**src/hw/rtl/cmvm_pkg.sv**
```systemverilog
// shared types, constants and rounding function for the complex matrix-vector multiplier
package cmvm_pkg;

  localparam int MAX_DIM   = 16;
  localparam int DIM_W     = $clog2(MAX_DIM);
  localparam int ADDR_W    = 2 * DIM_W;
  localparam int MAT_DEPTH = MAX_DIM * MAX_DIM;
  localparam int DATA_W    = 16;
  localparam int FRAC_BITS = 14;
  localparam int DIM_CFG_W = 5;
  localparam int REQ_W     = 2;
  localparam int PROD_W    = 2 * DATA_W;
  localparam int SUM_W     = PROD_W + 1;
  localparam int ACC_W     = SUM_W + DIM_W;

  localparam logic [REQ_W-1:0] REQ_WR_MAT = 2'd0;
  localparam logic [REQ_W-1:0] REQ_WR_VEC = 2'd1;
  localparam logic [REQ_W-1:0] REQ_MUL    = 2'd2;

  localparam logic [DIM_CFG_W-1:0] DIM_RESET = DIM_CFG_W'(MAX_DIM);

  localparam logic signed [ACC_W-1:0] SAT_HI = ACC_W'((2 ** (DATA_W - 1)) - 1);
  localparam logic signed [ACC_W-1:0] SAT_LO = ~SAT_HI;

  typedef struct packed {
    logic signed [DATA_W-1:0] re;
    logic signed [DATA_W-1:0] im;
  } cplx_t;

  typedef struct packed {
    logic clear;
    logic valid;
    logic last;
  } cmac_ctl_t;

  typedef struct packed {
    logic done;
  } cmac_sts_t;

  typedef struct packed {
    logic [DATA_W-1:0] val;
    logic              clip;
  } rs_t;

  function automatic rs_t round_sat(input logic signed [ACC_W-1:0] acc);
    logic signed [ACC_W-1:0] r;
    logic signed [ACC_W-1:0] q;
    rs_t                     res;
    r = acc + (ACC_W'(1) << (FRAC_BITS - 1));
    q = r >>> FRAC_BITS;
    res.clip = 1'b0;
    if (q > SAT_HI) begin
      q        = SAT_HI;
      res.clip = 1'b1;
    end else if (q < SAT_LO) begin
      q        = SAT_LO;
      res.clip = 1'b1;
    end
    res.val = q[DATA_W-1:0];
    return res;
  endfunction

endpackage

```
**src/hw/rtl/cmvm_cmac.sv**
```systemverilog
// pipelined complex multiply-accumulate unit shared by all rows
module cmvm_cmac import cmvm_pkg::*; (
  input  logic                     clk,
  input  logic                     rst_n,
  input  cmac_ctl_t                ctl,
  input  cplx_t                    a,
  input  cplx_t                    b,
  output logic signed [ACC_W-1:0] acc_re,
  output logic signed [ACC_W-1:0] acc_im,
  output cmac_sts_t                sts
);

  logic signed [PROD_W-1:0] p_rr_r, p_ii_r, p_ri_r, p_ir_r;
  logic signed [SUM_W-1:0]  s_re_r, s_im_r;
  logic signed [ACC_W-1:0]  acc_re_r, acc_im_r;
  logic                     v1_r, l1_r, v2_r, l2_r, done_r;

  // control
  always_ff @(posedge clk) begin
    if (!rst_n) begin
      v1_r   <= 1'b0;
      l1_r   <= 1'b0;
      v2_r   <= 1'b0;
      l2_r   <= 1'b0;
      done_r <= 1'b0;
    end else begin
      v1_r   <= ctl.valid;
      l1_r   <= ctl.valid & ctl.last;
      v2_r   <= v1_r;
      l2_r   <= l1_r;
      done_r <= v2_r & l2_r;
    end
  end

  // products, combine, accumulate
  always_ff @(posedge clk) begin
    if (ctl.valid) begin
      p_rr_r <= a.re * b.re;
      p_ii_r <= a.im * b.im;
      p_ri_r <= a.re * b.im;
      p_ir_r <= a.im * b.re;
    end
    if (v1_r) begin
      s_re_r <= SUM_W'(p_rr_r) - SUM_W'(p_ii_r);
      s_im_r <= SUM_W'(p_ri_r) + SUM_W'(p_ir_r);
    end
    if (ctl.clear) begin
      acc_re_r <= '0;
      acc_im_r <= '0;
    end else if (v2_r) begin
      acc_re_r <= acc_re_r + ACC_W'(s_re_r);
      acc_im_r <= acc_im_r + ACC_W'(s_im_r);
    end
  end

  assign acc_re   = acc_re_r;
  assign acc_im   = acc_im_r;
  assign sts.done = done_r;

endmodule

```
**config.mk**
```make
export PLATFORM = sky130hd
export DESIGN_NAME = cmvm_cmac
export DESIGN_NICKNAME = d
export VERILOG_FILES = /design/src/hw/rtl/cmvm_pkg.sv /design/src/hw/rtl/cmvm_cmac.sv
export SDC_FILE = /design/constraint.sdc
export NUM_CORES = 2
export LEC_CHECK = 0
export BUFFER_PORTS_ARGS = -buffer_cell sky130_fd_sc_hd__buf_2
export CAP_MARGIN = 30
export CORE_MARGIN = 2
export CORE_UTILIZATION = 60
export CTS_CLUSTER_DIAMETER = 40
export CTS_CLUSTER_SIZE = 12
export DETAILED_ROUTE_END_ITERATION = 12
export PLACE_DENSITY = 0.87
export SLEW_MARGIN = 20
export SYNTH_ARGS = -nofsm -noshare
export SYNTH_HDL_FRONTEND = slang
export SYNTH_SLANG_ARGS = --single-unit
```
**constraint.sdc**
```tcl
create_clock -name clk -period 12.44 [get_ports clk]
set_input_delay 3.732 -clock clk [delete_from_list [all_inputs] [get_ports clk]]
set_output_delay 3.732 -clock clk [all_outputs]
set_load 0.02 [all_outputs]
```
==> results.yml <==
status:
  outcome: "finished, final reports clean"
placed_design:
  io_buffers: 143
  dpl_cell_area_mm2: 0.0559
  dpl.hpwl_um: 107000
  gp_congestion: 0.951
floorplanning:
  fp.dieH_um: 305
  start_util: 0.605
  core_area_mm2: 0.0899
  die_w_um: 305
  rows: 110
  die-area_mm2: 0.0930
  io_pins: 144
grt:
  grt_first_pass_wirelength_um: 228000
  grt_max_degree: 69
  grt_use_total: 0.311
  antenna_found_initial: 14
  grt_pass1_vias: 44000
  grt.overflow.total: 0
synth:
  netlist_area_mm2: 0.0543
  synth_ff_type: "edfxtp_1"
  syn_nets: 7356
  yosysSeqAreaShare: 0.136
  async_reset_ff_frac: 0
  synthCells: 5771
  ys_ff_latch: 273
  synth_area_per_cell_um2: 9.42
  yosys_warnings: 0
  yosysUniqueCellTypes: 81
  synth-edff-count: 194
final_layout:
  drive_above_1_share: 0.0486
  area_growth_pct: 6.45
  stdcell_area_mm2: 0.0578
  nets: 7357
  final_util: 0.644
  mostFrequentLayoutCells: "inv_1 (1220), fa_1 (1052), nand2_1 (592)"
  final_common_cell: "inv_1"
setup_path:
  r2r-start: "p_ii_r[1]$_DFFE_PP_"
  r2r_setup_slack_ns: 8.23
  critPathKind: "input pin to register"
  worst_setup_path_end_kind: "register"
  crit_fanout: 32
  reg2reg_depth: 10
  required_ns: 12.90
  crit_path_start_kind: "input pin"
  cp.arrival_ns: 10.42
  rr_endpoint: "s_re_r[29]$_DFFE_PP_"
timing:
  fin_skew_ns: 0.0602
  hold_viol_final: 0
  max_slew.worst_pin.slew_ns: 1.16
  period_needed_ns: 9.96
  max_slew_margin: 0.217
  fmax_ghz: 0.100
  setup_tns_ns: 0
  rsz0062_at_grt: "no"
  finalCritPeriodShare: 0.800
  slew_violations: 0
  setup_viol_count_final: 0
min_path:
  holdCritPathClass: "register to register"
  hold_depth: 1
  holdPathEnd: "l2_r$_SDFF_PN0_"
  hold_start: "l1_r$_SDFF_PN0_"
clock_tree:
  clock_path_buffers: 3
  cts_htree_levels: 2
  insertion_delay_ns: 0.64
  numCtsBuffers: 56
  hold_buffers: 0
  clkSlewWorstSetupHoldPaths_ns: 0.05
  ctsResizeCount: 0
  cts_sinks: 273
  cts_setup_buffers: 0
  cts_tree: "yes"
  clockRootBuffer: "clkbuf_16"
route:
  ant_nets: 0
  drt-initial-drc-count: 3228
  drt-pass1-iter-count: 7
  drc: 0
  drt-wirelength-per-cell_um: 19.9
  viasPerCell: 5.79
  vias: 40600
  wl_um: 140000
flow_run:
  drv_cap: 0
synthesized netlist by cell type (51+ instances only):
library cell,number,area (um^2)
nor3_1,57,285
nand3_1,51,255
a21oi_1,195,976
inv_1,1220,4580
dfxtp_1,79,1580
edfxtp_1,194,5830
o21ai_0,109,546
clkbuf_1,218,818
fa_1,1052,21100
ha_1,464,5810
xnor2_1,172,1510
nor2_1,241,905
and2_1,505,3160
xor2_1,65,569
nand2_1,592,2220
a21o_1,78,586
cell type report:
cell class,count,area (um^2)
diodes,11,27.5
clock buffers,71,1500
clock inverters,35,432
fillers,6797,32000
inverters,1221,4580
multi-input cells,4057,41500
flip-flops and latches,273,7410
well taps,1176,1470
repair buffers,163,898
cells by family (layout without fill, tap and decap cells):
logic type,after synthesis,in the layout,synth area share
XOR/XNOR,237,237,0.0382
multiplexers,31,31,0.00573
AND/OR/NAND/NOR,1603,1603,0.145
adder cells (fa/ha/maj),1516,1516,0.494
buffers and inverters,1441,1490,0.0995
other,0,11,0
AO/OA/AOI/OAI,670,670,0.0810
flip-flops,273,273,0.136
flip-flops by register name, indices dropped and copies added, names as in the netlist:
signal / count
p_ir_r: 32
s_im_r: 33
l2_r: 1
sts: 1
v1_r: 1
s_re_r: 33
p_ri_r: 32
acc_re: 37
l1_r: 1
v2_r: 1
p_ii_r: 32
p_rr_r: 32
acc_im: 37
worst max-delay path, cell delays in order:
cell,delay (ns)
buf_2,0.65
nand2_1,0.18
fa_1,0.56
inv_1,0.05
fa_1,0.51
inv_1,0.06
fa_1,0.54
inv_1,0.05
fa_1,0.45
fa_1,0.49
inv_1,0.05
fa_1,0.47
inv_1,0.04
ha_1,0.39
nand4_1,0.24
o311ai_1,0.78
a21oi_1,0.25
a21oi_1,0.38
a21oi_1,0.12
nand2b_1,0.15
a221oi_1,0.25
metal layers:
layer / track usage / routed length [um] / vias to the layer above
li1: - / - / 17900
met1: 0.393 / 52400 / 20100
met2: 0.500 / 64300 / 2161
met3: 0.0697 / 14600 / 415
met4: 0.165 / 8240 / 4
met5: 0 / 21 / -
metrics by stage:
step	cells	hold slack, ns	worst slack, ns
after floorplan	5771	0.412	2.98
after global placement	6886	0.422	2.19
after detailed placement	6889	0.422	1.97
after CTS	6995	0.429	2.63
after global routing	7002	0.451	2.24
final	7007	0.426	2.48
how the worst max path moves through the flow:
stage | slack (ns) | to | start
finish | 2.48 | p_rr_r[28]$_DFFE_PP_ | b[23]
global route | 2.24 | p_ri_r[31]$_DFFE_PP_ | b[1]
CTS | 2.63 | p_ri_r[31]$_DFFE_PP_ | b[1]
detailed placement | 1.97 | p_ri_r[31]$_DFFE_PP_ | b[1]
global placement | 2.19 | p_rr_r[28]$_DFFE_PP_ | b[23]
floorplan | 2.98 | p_ri_r[31]$_DFFE_PP_ | a[31]
Power is not shown: default switching activity piles up to over one toggle a cycle in this logic, so the estimate is an artifact.
